===== config.mk =====
export PLATFORM = sky130hd
export DESIGN_NAME = stepper_trapezoid_ramp_top
export DESIGN_NICKNAME = d
export VERILOG_FILES = /design/src/design/stramp_pkg.sv /design/src/design/stramp_ram.sv /design/src/design/stramp_ctrl.sv /design/src/design/stramp_dp.sv /design/src/design/stepper_trapezoid_ramp_top.sv
export SDC_FILE = /design/constraint.sdc
export NUM_CORES = 2
export LEC_CHECK = 0
export BUFFER_PORTS_ARGS = -buffer_cell sky130_fd_sc_hd__clkbuf_2
export CAP_MARGIN = 10
export CORE_MARGIN = 8
export CORE_UTILIZATION = 25
export DETAILED_ROUTE_END_ITERATION = 10
export GPL_TIMING_DRIVEN = 0
export SYNTH_ARGS = -nofsm -noshare
export SYNTH_HDL_FRONTEND = slang
export SYNTH_SLANG_ARGS = --single-unit

===== constraint.sdc =====
create_clock -name aclk -period 6.65 [get_ports aclk]
set_input_delay 0.665 -clock aclk [delete_from_list [all_inputs] [get_ports aclk]]
set_output_delay 0.665 -clock aclk [all_outputs]
set_load 0.05 [all_outputs]

===== src/design/stramp_pkg.sv =====
// ----------------------------------------------------------------------------
// stramp_pkg
// Shared types, codes and defaults of the trapezoidal stepper ramp generator.
// ----------------------------------------------------------------------------
package stramp_pkg;

    localparam int TABLE_DEPTH   = 128;
    localparam int POSITION_BITS = 24;

    localparam int IVL_W     = 16;
    localparam int CFG_W     = 8;
    localparam int POS_OUT_W = 24;
    localparam int TARGET_W  = 16;
    localparam int PROD_W    = TARGET_W + CFG_W + 1;
    localparam int DIV_STEPS = IVL_W;
    localparam int DIV_CNT_W = $clog2(DIV_STEPS);

    localparam logic [1:0] ACT_MOVE = 2'd0;
    localparam logic [1:0] ACT_STEP = 2'd1;
    localparam logic [1:0] ACT_ZERO = 2'd2;
    localparam logic [1:0] ACT_NOP  = 2'd3;

    localparam logic [1:0] REG_START_INTERVAL = 2'd0;
    localparam logic [1:0] REG_MIN_INTERVAL   = 2'd1;
    localparam logic [1:0] REG_RAMP_DIVISOR   = 2'd2;
    localparam logic [1:0] REG_UNITS_SCALE    = 2'd3;

    localparam logic [IVL_W-1:0] START_INTERVAL_RST = 16'd1000;
    localparam logic [CFG_W-1:0] MIN_INTERVAL_RST   = 8'd40;
    localparam logic [CFG_W-1:0] RAMP_DIVISOR_RST   = 8'd20;
    localparam logic [CFG_W-1:0] UNITS_SCALE_RST    = 8'd12;

    typedef struct packed {
        logic [1:0]                 action;
        logic signed [TARGET_W-1:0] target;
    } in_beat_t;

    typedef struct packed {
        logic                        step;
        logic                        direction;
        logic [IVL_W-1:0]            interval;
        logic signed [POS_OUT_W-1:0] position;
        logic                        busy_res;
        logic                        last_step;
    } out_beat_t;

    typedef enum logic [1:0] {
        PH_IDLE,
        PH_ACCEL,
        PH_CRUISE,
        PH_DECEL
    } phase_t;

    typedef enum logic [2:0] {
        K_MOVE,
        K_ZERO,
        K_NOP,
        K_DECEL,
        K_ACCEL,
        K_CRUISE
    } kind_t;

    typedef enum logic [2:0] {
        ST_IDLE,
        ST_DECODE,
        ST_DIFF,
        ST_DIV,
        ST_RDWAIT,
        ST_COMMIT,
        ST_EMIT
    } state_t;

    typedef struct packed {
        logic capture;
        logic decode;
        logic diff;
        logic div_step;
        logic commit;
        logic emit;
    } ctrl_cmd_t;

    typedef struct packed {
        kind_t kind;
        logic  div_needed;
        logic  div_last;
        logic  out_free;
    } dp_status_t;

endpackage


===== src/design/stramp_ram.sv =====
// ----------------------------------------------------------------------------
// stramp_ram
// Generic single-write, single-read RAM with registered read data.
// ----------------------------------------------------------------------------
module stramp_ram #(
    parameter int WIDTH = 16,
    parameter int DEPTH = 128
) (
    input  logic                     aclk,
    input  logic                     we,
    input  logic [$clog2(DEPTH)-1:0] waddr,
    input  logic [WIDTH-1:0]         wdata,
    input  logic [$clog2(DEPTH)-1:0] raddr,
    output logic [WIDTH-1:0]         rdata
);

    logic [WIDTH-1:0] mem [DEPTH];
    logic [WIDTH-1:0] rdata_reg;

    always_ff @(posedge aclk) begin
        if (we) begin
            mem[waddr] <= wdata;
        end
        rdata_reg <= mem[raddr];
    end

    assign rdata = rdata_reg;

endmodule


===== src/design/stramp_ctrl.sv =====
// ----------------------------------------------------------------------------
// stramp_ctrl
// Sequencer: decode, optional target difference, divider iterations, table
// read, state commit and hand-off to the output register.
// ----------------------------------------------------------------------------
module stramp_ctrl (
    input  logic                   aclk,
    input  logic                   aresetn,
    input  logic                   s_valid,
    output logic                   s_ready,
    input  stramp_pkg::dp_status_t status,
    output stramp_pkg::ctrl_cmd_t  cmd
);

    stramp_pkg::state_t state_reg;
    stramp_pkg::state_t state_next;

    always_ff @(posedge aclk) begin
        if (!aresetn) begin
            state_reg <= stramp_pkg::ST_IDLE;
        end else begin
            state_reg <= state_next;
        end
    end

    always_comb begin
        state_next = state_reg;
        unique case (state_reg)
            stramp_pkg::ST_IDLE: begin
                if (s_valid) begin
                    state_next = stramp_pkg::ST_DECODE;
                end
            end
            stramp_pkg::ST_DECODE: begin
                if (status.kind == stramp_pkg::K_MOVE) begin
                    state_next = stramp_pkg::ST_DIFF;
                end else if (status.kind == stramp_pkg::K_ACCEL && status.div_needed) begin
                    state_next = stramp_pkg::ST_DIV;
                end else if (status.kind == stramp_pkg::K_DECEL) begin
                    state_next = stramp_pkg::ST_RDWAIT;
                end else begin
                    state_next = stramp_pkg::ST_COMMIT;
                end
            end
            stramp_pkg::ST_DIFF:   state_next = stramp_pkg::ST_COMMIT;
            stramp_pkg::ST_DIV: begin
                if (status.div_last) begin
                    state_next = stramp_pkg::ST_COMMIT;
                end
            end
            stramp_pkg::ST_RDWAIT: state_next = stramp_pkg::ST_COMMIT;
            stramp_pkg::ST_COMMIT: state_next = stramp_pkg::ST_EMIT;
            stramp_pkg::ST_EMIT: begin
                if (status.out_free) begin
                    state_next = stramp_pkg::ST_IDLE;
                end
            end
            default: state_next = stramp_pkg::ST_IDLE;
        endcase
    end

    always_comb begin
        cmd     = '0;
        s_ready = 1'b0;
        unique case (state_reg)
            stramp_pkg::ST_IDLE: begin
                s_ready     = 1'b1;
                cmd.capture = s_valid;
            end
            stramp_pkg::ST_DECODE: cmd.decode   = 1'b1;
            stramp_pkg::ST_DIFF:   cmd.diff     = 1'b1;
            stramp_pkg::ST_DIV:    cmd.div_step = 1'b1;
            stramp_pkg::ST_RDWAIT: cmd          = '0;
            stramp_pkg::ST_COMMIT: cmd.commit   = 1'b1;
            stramp_pkg::ST_EMIT:   cmd.emit     = status.out_free;
            default:               cmd          = '0;
        endcase
    end

endmodule


===== src/design/stramp_dp.sv =====
// ----------------------------------------------------------------------------
// stramp_dp
// Datapath: configuration registers, move state, target scaling, restoring
// divider for the ramp slope, ramp table and output register.
// ----------------------------------------------------------------------------
module stramp_dp #(
    parameter int TABLE_DEPTH   = stramp_pkg::TABLE_DEPTH,
    parameter int POSITION_BITS = stramp_pkg::POSITION_BITS
) (
    input  logic                   aclk,
    input  logic                   aresetn,
    input  logic                   cfg_wr_en,
    input  logic [1:0]             cfg_index,
    input  logic [15:0]            cfg_data,
    input  stramp_pkg::in_beat_t   s_data,
    input  stramp_pkg::ctrl_cmd_t  cmd,
    output stramp_pkg::dp_status_t status,
    input  logic                   m_ready,
    output logic                   m_valid,
    output stramp_pkg::out_beat_t  m_data
);

    localparam int PB   = POSITION_BITS;
    localparam int RL_W = $clog2(TABLE_DEPTH + 1);
    localparam int AW   = $clog2(TABLE_DEPTH);
    localparam int IW   = stramp_pkg::IVL_W;
    localparam int CW   = stramp_pkg::CFG_W;
    localparam logic signed [32:0] SAT_HI = 33'((64'sd1 <<< (PB - 1)) - 64'sd1);
    localparam logic signed [32:0] SAT_LO = -SAT_HI - 33'sd1;

    logic [IW-1:0] start_ivl_reg;
    logic [CW-1:0] min_ivl_reg;
    logic [CW-1:0] divisor_reg;
    logic [CW-1:0] scale_reg;

    logic [1:0]                              action_reg;
    logic signed [stramp_pkg::TARGET_W-1:0]  target_reg;
    logic signed [stramp_pkg::PROD_W-1:0]    product_reg;
    logic signed [PB:0]                      diff_reg;
    stramp_pkg::kind_t                       kind_reg;
    stramp_pkg::kind_t                       kind_next;

    logic [PB-1:0]      pos_reg,   pos_next;
    logic [IW-1:0]      cur_reg,   cur_next;
    logic [RL_W-1:0]    rl_reg,    rl_next;
    stramp_pkg::phase_t phase_reg, phase_next;
    logic [PB-1:0]      steps_reg, steps_next;
    logic               dir_reg,   dir_next;

    logic          res_step_reg, res_step_next;
    logic [IW-1:0] res_ivl_reg,  res_ivl_next;
    logic          res_last_reg, res_last_next;

    logic [IW-1:0]                        quo_reg;
    logic [CW-1:0]                        rem_reg;
    logic [stramp_pkg::DIV_CNT_W-1:0]     cnt_reg;

    logic                  m_valid_reg;
    stramp_pkg::out_beat_t m_data_reg;

    // decode
    logic [PB:0] rl_plus2;
    logic        div_needed;

    always_comb begin
        rl_plus2  = (PB + 1)'(rl_reg) + (PB + 1)'(2);
        kind_next = stramp_pkg::K_CRUISE;
        if (action_reg == stramp_pkg::ACT_MOVE) begin
            kind_next = stramp_pkg::K_MOVE;
        end else if (action_reg == stramp_pkg::ACT_ZERO) begin
            kind_next = stramp_pkg::K_ZERO;
        end else if (action_reg == stramp_pkg::ACT_NOP || phase_reg == stramp_pkg::PH_IDLE ||
                     steps_reg == '0) begin
            kind_next = stramp_pkg::K_NOP;
        end else if (steps_reg <= PB'(rl_reg)) begin
            kind_next = stramp_pkg::K_DECEL;
        end else if (phase_reg == stramp_pkg::PH_ACCEL && rl_reg < RL_W'(TABLE_DEPTH) &&
                     rl_plus2 <= {1'b0, steps_reg}) begin
            kind_next = stramp_pkg::K_ACCEL;
        end
    end

    assign div_needed = cur_reg > IW'(min_ivl_reg);

    // restoring divider, one quotient bit per cycle
    logic [CW-1:0] dv_eff;
    logic [CW:0]   trial;
    logic [CW:0]   trial_sub;
    logic          trial_ge;
    logic [CW-1:0] rem_next;

    always_comb begin
        dv_eff    = (divisor_reg == '0) ? CW'(1) : divisor_reg;
        trial     = {rem_reg, quo_reg[IW-1]};
        trial_sub = trial - {1'b0, dv_eff};
        trial_ge  = trial >= {1'b0, dv_eff};
        rem_next  = trial_ge ? trial_sub[CW-1:0] : trial[CW-1:0];
    end

    // scaling and difference
    logic signed [32:0] prod_ext;
    logic signed [32:0] scaled;
    logic signed [PB:0] diff_next;

    always_comb begin
        prod_ext = 33'(product_reg);
        if (prod_ext > SAT_HI) begin
            scaled = SAT_HI;
        end else if (prod_ext < SAT_LO) begin
            scaled = SAT_LO;
        end else begin
            scaled = prod_ext;
        end
        diff_next = $signed(scaled[PB:0]) - $signed({pos_reg[PB-1], pos_reg});
    end

    // acceleration interval
    logic [IW:0]   accel_raw;
    logic          accel_clamp;
    logic [IW-1:0] accel_ivl;

    always_comb begin
        accel_raw   = {1'b0, cur_reg} - {1'b0, quo_reg} - (IW + 1)'(1);
        accel_clamp = !div_needed || accel_raw[IW] || accel_raw[IW-1:0] <= IW'(min_ivl_reg);
        accel_ivl   = accel_clamp ? IW'(min_ivl_reg) : accel_raw[IW-1:0];
    end

    // ramp table
    logic [RL_W-1:0] rl_dec;
    logic [IW-1:0]   table_rdata;
    logic            table_we;

    assign rl_dec   = rl_reg - RL_W'(1);
    assign table_we = cmd.commit && kind_reg == stramp_pkg::K_ACCEL;

    stramp_ram #(
        .WIDTH (IW),
        .DEPTH (TABLE_DEPTH)
    ) u_table (
        .aclk  (aclk),
        .we    (table_we),
        .waddr (rl_reg[AW-1:0]),
        .wdata (accel_ivl),
        .raddr (rl_dec[AW-1:0]),
        .rdata (table_rdata)
    );

    // commit
    logic          diff_neg;
    logic [PB:0]   diff_abs;

    always_comb begin
        diff_neg      = diff_reg[PB];
        diff_abs      = diff_neg ? -diff_reg : diff_reg;
        pos_next      = pos_reg;
        cur_next      = cur_reg;
        rl_next       = rl_reg;
        phase_next    = phase_reg;
        steps_next    = steps_reg;
        dir_next      = dir_reg;
        res_step_next = 1'b0;
        res_ivl_next  = '0;
        res_last_next = 1'b0;
        unique case (kind_reg) inside
            stramp_pkg::K_MOVE: begin
                dir_next   = !diff_neg && diff_reg != '0;
                steps_next = diff_abs[PB-1:0];
                cur_next   = start_ivl_reg;
                rl_next    = '0;
                phase_next = (diff_abs == '0) ? stramp_pkg::PH_IDLE : stramp_pkg::PH_ACCEL;
            end
            stramp_pkg::K_ZERO: begin
                pos_next   = '0;
                phase_next = stramp_pkg::PH_IDLE;
                steps_next = '0;
                rl_next    = '0;
            end
            stramp_pkg::K_NOP: begin
                if (steps_reg == '0) begin
                    phase_next = stramp_pkg::PH_IDLE;
                end
            end
            stramp_pkg::K_DECEL, stramp_pkg::K_ACCEL, stramp_pkg::K_CRUISE: begin
                if (kind_reg == stramp_pkg::K_DECEL) begin
                    phase_next   = stramp_pkg::PH_DECEL;
                    rl_next      = rl_dec;
                    res_ivl_next = table_rdata;
                end else if (kind_reg == stramp_pkg::K_ACCEL) begin
                    cur_next     = accel_ivl;
                    rl_next      = rl_reg + RL_W'(1);
                    res_ivl_next = accel_ivl;
                    if (accel_clamp) begin
                        phase_next = stramp_pkg::PH_CRUISE;
                    end
                end else begin
                    phase_next   = stramp_pkg::PH_CRUISE;
                    res_ivl_next = cur_reg;
                end
                pos_next      = dir_reg ? pos_reg + PB'(1) : pos_reg - PB'(1);
                steps_next    = steps_reg - PB'(1);
                res_step_next = 1'b1;
                if (steps_reg == PB'(1)) begin
                    phase_next    = stramp_pkg::PH_IDLE;
                    rl_next       = '0;
                    res_last_next = 1'b1;
                end
            end
            default: phase_next = phase_reg;
        endcase
    end

    // configuration
    always_ff @(posedge aclk) begin
        if (!aresetn) begin
            start_ivl_reg <= stramp_pkg::START_INTERVAL_RST;
            min_ivl_reg   <= stramp_pkg::MIN_INTERVAL_RST;
            divisor_reg   <= stramp_pkg::RAMP_DIVISOR_RST;
            scale_reg     <= stramp_pkg::UNITS_SCALE_RST;
        end else if (cfg_wr_en) begin
            unique case (cfg_index)
                stramp_pkg::REG_START_INTERVAL: start_ivl_reg <= cfg_data;
                stramp_pkg::REG_MIN_INTERVAL:   min_ivl_reg   <= cfg_data[CW-1:0];
                stramp_pkg::REG_RAMP_DIVISOR:   divisor_reg   <= cfg_data[CW-1:0];
                stramp_pkg::REG_UNITS_SCALE:    scale_reg     <= cfg_data[CW-1:0];
                default:                        start_ivl_reg <= start_ivl_reg;
            endcase
        end
    end

    // move state
    always_ff @(posedge aclk) begin
        if (!aresetn) begin
            pos_reg   <= '0;
            cur_reg   <= '0;
            rl_reg    <= '0;
            phase_reg <= stramp_pkg::PH_IDLE;
            steps_reg <= '0;
            dir_reg   <= 1'b0;
        end else if (cmd.commit) begin
            pos_reg   <= pos_next;
            cur_reg   <= cur_next;
            rl_reg    <= rl_next;
            phase_reg <= phase_next;
            steps_reg <= steps_next;
            dir_reg   <= dir_next;
        end
    end

    // working registers
    always_ff @(posedge aclk) begin
        if (cmd.capture) begin
            action_reg <= s_data.action;
            target_reg <= s_data.target;
        end
        if (cmd.decode) begin
            kind_reg    <= kind_next;
            product_reg <= target_reg * $signed({1'b0, scale_reg});
            quo_reg     <= cur_reg - IW'(min_ivl_reg);
            rem_reg     <= '0;
            cnt_reg     <= '0;
        end
        if (cmd.diff) begin
            diff_reg <= diff_next;
        end
        if (cmd.div_step) begin
            quo_reg <= {quo_reg[IW-2:0], trial_ge};
            rem_reg <= rem_next;
            cnt_reg <= cnt_reg + 1'b1;
        end
        if (cmd.commit) begin
            res_step_reg <= res_step_next;
            res_ivl_reg  <= res_ivl_next;
            res_last_reg <= res_last_next;
        end
    end

    // output register
    logic [31:0] pos_wide;

    assign pos_wide = 32'(pos_reg);

    always_ff @(posedge aclk) begin
        if (!aresetn) begin
            m_valid_reg <= 1'b0;
        end else if (cmd.emit) begin
            m_valid_reg <= 1'b1;
        end else if (m_ready) begin
            m_valid_reg <= 1'b0;
        end
    end

    always_ff @(posedge aclk) begin
        if (cmd.emit) begin
            m_data_reg.step      <= res_step_reg;
            m_data_reg.direction <= dir_reg;
            m_data_reg.interval  <= res_ivl_reg;
            m_data_reg.position  <= pos_wide[stramp_pkg::POS_OUT_W-1:0];
            m_data_reg.busy_res  <= phase_reg != stramp_pkg::PH_IDLE;
            m_data_reg.last_step <= res_last_reg;
        end
    end

    assign m_valid = m_valid_reg;
    assign m_data  = m_data_reg;

    assign status.kind       = kind_next;
    assign status.div_needed = div_needed;
    assign status.div_last   = cnt_reg == stramp_pkg::DIV_CNT_W'(stramp_pkg::DIV_STEPS - 1);
    assign status.out_free   = !m_valid_reg || m_ready;

endmodule


===== src/design/stepper_trapezoid_ramp_top.sv =====
// ----------------------------------------------------------------------------
// stepper_trapezoid_ramp_top
// Trapezoidal speed ramp generator for a stepper motor move.
// Each accepted item is decoded; move starts then take the target difference,
// deceleration steps read the ramp table, acceleration steps above the minimum
// interval run the restoring divider, and other items go straight to commit,
// followed by emit. Items are handled one at a time: a result still waiting
// in the output register holds the sequencer in emit and blocks the next
// accept. Synchronous active-low reset clears position and move state and
// restores register defaults; the ramp table is not cleared.
// ----------------------------------------------------------------------------
module stepper_trapezoid_ramp_top #(
    parameter int TABLE_DEPTH   = stramp_pkg::TABLE_DEPTH,
    parameter int POSITION_BITS = stramp_pkg::POSITION_BITS
) (
    input  logic                  aclk,
    input  logic                  aresetn,
    input  logic                  cfg_wr_en,
    input  logic [1:0]            cfg_index,
    input  logic [15:0]           cfg_data,
    input  logic                  s_valid,
    output logic                  s_ready,
    input  stramp_pkg::in_beat_t  s_data,
    output logic                  m_valid,
    input  logic                  m_ready,
    output stramp_pkg::out_beat_t m_data
);

    stramp_pkg::ctrl_cmd_t  cmd;
    stramp_pkg::dp_status_t status;

    stramp_ctrl u_ctrl (
        .aclk    (aclk),
        .aresetn (aresetn),
        .s_valid (s_valid),
        .s_ready (s_ready),
        .status  (status),
        .cmd     (cmd)
    );

    stramp_dp #(
        .TABLE_DEPTH   (TABLE_DEPTH),
        .POSITION_BITS (POSITION_BITS)
    ) u_dp (
        .aclk      (aclk),
        .aresetn   (aresetn),
        .cfg_wr_en (cfg_wr_en),
        .cfg_index (cfg_index),
        .cfg_data  (cfg_data),
        .s_data    (s_data),
        .cmd       (cmd),
        .status    (status),
        .m_ready   (m_ready),
        .m_valid   (m_valid),
        .m_data    (m_data)
    );

endmodule


==> key figures <==
Clock network
  • Clk root buf: clkbuf_16
  • CTS tree: done
  • Max H-tree Level: 4
  • Max Buffers Root-to-Sink: 3
  • CTS Sinks: 2344
  • Clk slew on worst S/H paths: 0.06 ns
  • Num CTS Buffers: 231
  • Worst skew pair latency: 0.90 ns

Synth
  • Prevailing post-synth register cell: edfxtp_1
  • Dominant cell type by area after synthesis: edfxtp_1
  • Mapped Cells: 5445
  • Share of the synthesized area in the top cell type: 66.6%
  • Yosys reg bits: 2344
  • Synthesized net count: 5758
  • Top-count cell post-synth: edfxtp_1
  • Avg Inst Size Synth: 18.3 um2
  • Synthesis warning total: 0
  • Post-synth cell types: 83
  • Ranking of synthesized cells by area: edfxtp_1 67%, mux4_2 15%, dfxtp_1 2.7%
  • Number of flops mapped to enable cells by yosys: 2209
  • Ys async rst share: 0%
  • Sequential area share after synthesis: 69.3%
  • Top post-synthesis cells by count: 2209 x edfxtp_1, 672 x mux4_2, 355 x nor2_1
  • Synthesized area: 0.0996 mm2

Finish
  • Share of layout cells above drive strength 1: 25.3%
  • Area occupied by multi-input gates: 0.0290 mm2
  • Area growth, synth to finish: 18.1%
  • # fillers: 38594
  • Fin area: 0.118 mm2
  • Final layout net count: 6226
  • Register Area: 0.0690 mm2
  • Fin util: 29.5%
  • Max reg flops: 2048

Setup path
  • CP arrival: 7.30 ns
  • Crit path max fanout: 10
  • Crit Path Class: reg2reg
  • CP startpoint kind: flip-flop
  • CP endpoint kind: flip-flop
  • Critical Path RT: 7.37 ns

Global routing
  • Global-route wire length before repair: 384000 um
  • Antenna violations before repair: 20
  • Pin count of the biggest net entering global routing: 97
  • Total track usage: 12.3%
  • GRT overflow: 0
  • Number of global-route vias before repair: 53515

Floorplanning
  • IO Count: 87
  • Die Y: 647 um
  • Row count: 232
  • Core Box Area: 0.398 mm2
  • Die width: 647 um
  • Die ar.: 0.419 mm2
  • Initial Util: 25.0%

Power and ir drop
  • P_leak: 35.2 nW
  • P per Cell Area: 295 mW/mm2
  • VDD IR-drop max: 0.348 mV

Flow run
  • Max-Cap Viols: 0

Timing
  • RSZ-0062 raised after global routing: no
  • Setup violations, final: 0
  • Clock skew: 0.0739 ns
  • Max Clk Rate: 0.152 GHz
  • Worst rel slew slack: 6.96%
  • Final hold violations: 0
  • Final Cycle Share: 98.9%
  • Worst slew pin tran: 1.39 ns
  • Slew Viols, Final: 0
  • Crit path time final: 6.58 ns

Routing
  • Drt via density: 4.69
  • DRT Pass-1 Iters: 10
  • First DRT Iteration DRCs: 5978
  • DRC violation count after routing: 0
  • Final WL: 267000 um
  • WL/cell: 23.4 um
  • Via count of the routed design: 53387
  • Routed Antenna Nets: 0

Place
  • I/O Buffers: 83
  • DPL Wire Length: 188000 um
  • Placed Area: 0.109 mm2
  • Routability cong.: 0.880

Hold path
  • Hold crit path type: in2reg

Run status
  • Status: finished clean
[placed cells by master (no fill, tap or decap), types with 56 or more instances in the layout]
cell type,Yosys,final
a21oi_1,141,141
and2_1,89,88
buf_2,56,56
buf_8,0,86
clkbuf_1,180,168
clkbuf_16,0,237
clkbuf_2,0,129
dfxtp_1,135,135
edfxtp_1,2209,2209
fa_1,107,107
ha_1,165,165
inv_1,263,255
mux4_2,672,672
nand2_1,265,265
nor2_1,355,221
nor2_2,0,126
o21ai_0,138,138
xnor2_1,87,87
[routing by layer]
metal	track usage, %	share of wire (%)	wire length, um	vias to the layer above
li1	-	-	-	22618
met1	16.5	41	110000	28145
met2	19.9	47	126000	2214
met3	2.87	8.5	22500	406
met4	3.83	3.2	8630	4
met5	0	0.0086	23	-
[what timing repair did]
item                       in CTS  in global routing
hold endpoints to repair       26                  0
pin swaps                       0                  0
resized for setup              27                 26
hold buffers                   26                  0
setup endpoints to repair      16                 17
buffers inserted                0                  0
cloned                          0                  0
[critical path, cell delays in order (launching register included)]
cell,delay (ns)
dfxtp_1,0.36
buf_2,0.32
buf_2,0.52
clkbuf_4,0.45
clkbuf_1,0.50
inv_1,0.30
ha_1,0.35
clkbuf_1,0.49
buf_2,0.55
clkbuf_1,0.39
buf_8,0.23
mux4_2,0.34
mux4_2,0.63
mux4_2,0.57
mux2_2,0.35
[cell families after synthesis]
kind of cell	share of synthesized area, %
buffers and inverters	2.03
AO/OA/AOI/OAI	3.39
AND/OR/NAND/NOR	4.37
XOR/XNOR	1.09
adder cells (fa/ha/maj)	4.22
flip-flops	69.3
multiplexers	15.6
[where the power goes]
part	total, mW	switching, mW	internal, mW
sequential	16.5	0.184	16.3
combinational	4.39	2.67	1.71
clock	13.7	5.77	7.97
[stage by stage]
stage / hold slack (ns) / TNS, ns / power [mW] / worst slack (ns) / cells
2_1_floorplan: 0.400 / 0 / 19.7 / 0.635 / 5445
3_3_place_gp: 0.410 / -4793.54 / 21.1 / -4.55 / 10793
3_5_place_dp: 0.409 / -10.17 / 21.1 / -0.726 / 10918
4_1_cts: 0.0593 / 0 / 34.8 / 0.00276 / 11382
5_1_grt: 0.0999 / 0 / 35.8 / 0.00634 / 11383
6_report: 0.123 / 0 / 34.6 / 0.0748 / 11386
[layout make-up]
| cell class | count | area share [%] |
|---|---|---|
| Sequential cell | 2344 | 58.7 |
| Timing Repair Buffer | 236 | 2.37 |
| Tap cell | 5265 | 5.60 |
| Buffer | 251 | 0.929 |
| Clock buffer | 276 | 5.19 |
| Clock inverter | 162 | 1.70 |
| Inverter | 264 | 0.864 |
| Multi-Input combinational cell | 2585 | 24.6 |
| Antenna cell | 3 | 0.00638 |
[worst paths after layout]
check                                     from                               end  slack, ns  cells past startpoint
max                u_dp.rl_reg[0]$_SDFFE_PN0P_     u_dp.u_table.rdata[6]$_DFF_P_       0.07                     14
min reg2reg  u_dp.res_ivl_reg[7]$_SDFFCE_PN0P_         u_dp.m_data[33]$_DFFE_PP_       0.39                      0
min                                cfg_data[0]  u_dp.min_ivl_reg[0]$_SDFFE_PN0P_       0.12                      3
max reg2reg        u_dp.rl_reg[0]$_SDFFE_PN0P_     u_dp.u_table.rdata[6]$_DFF_P_       0.07                     14
No activity file was read; power rests on OpenSTA's default activity.
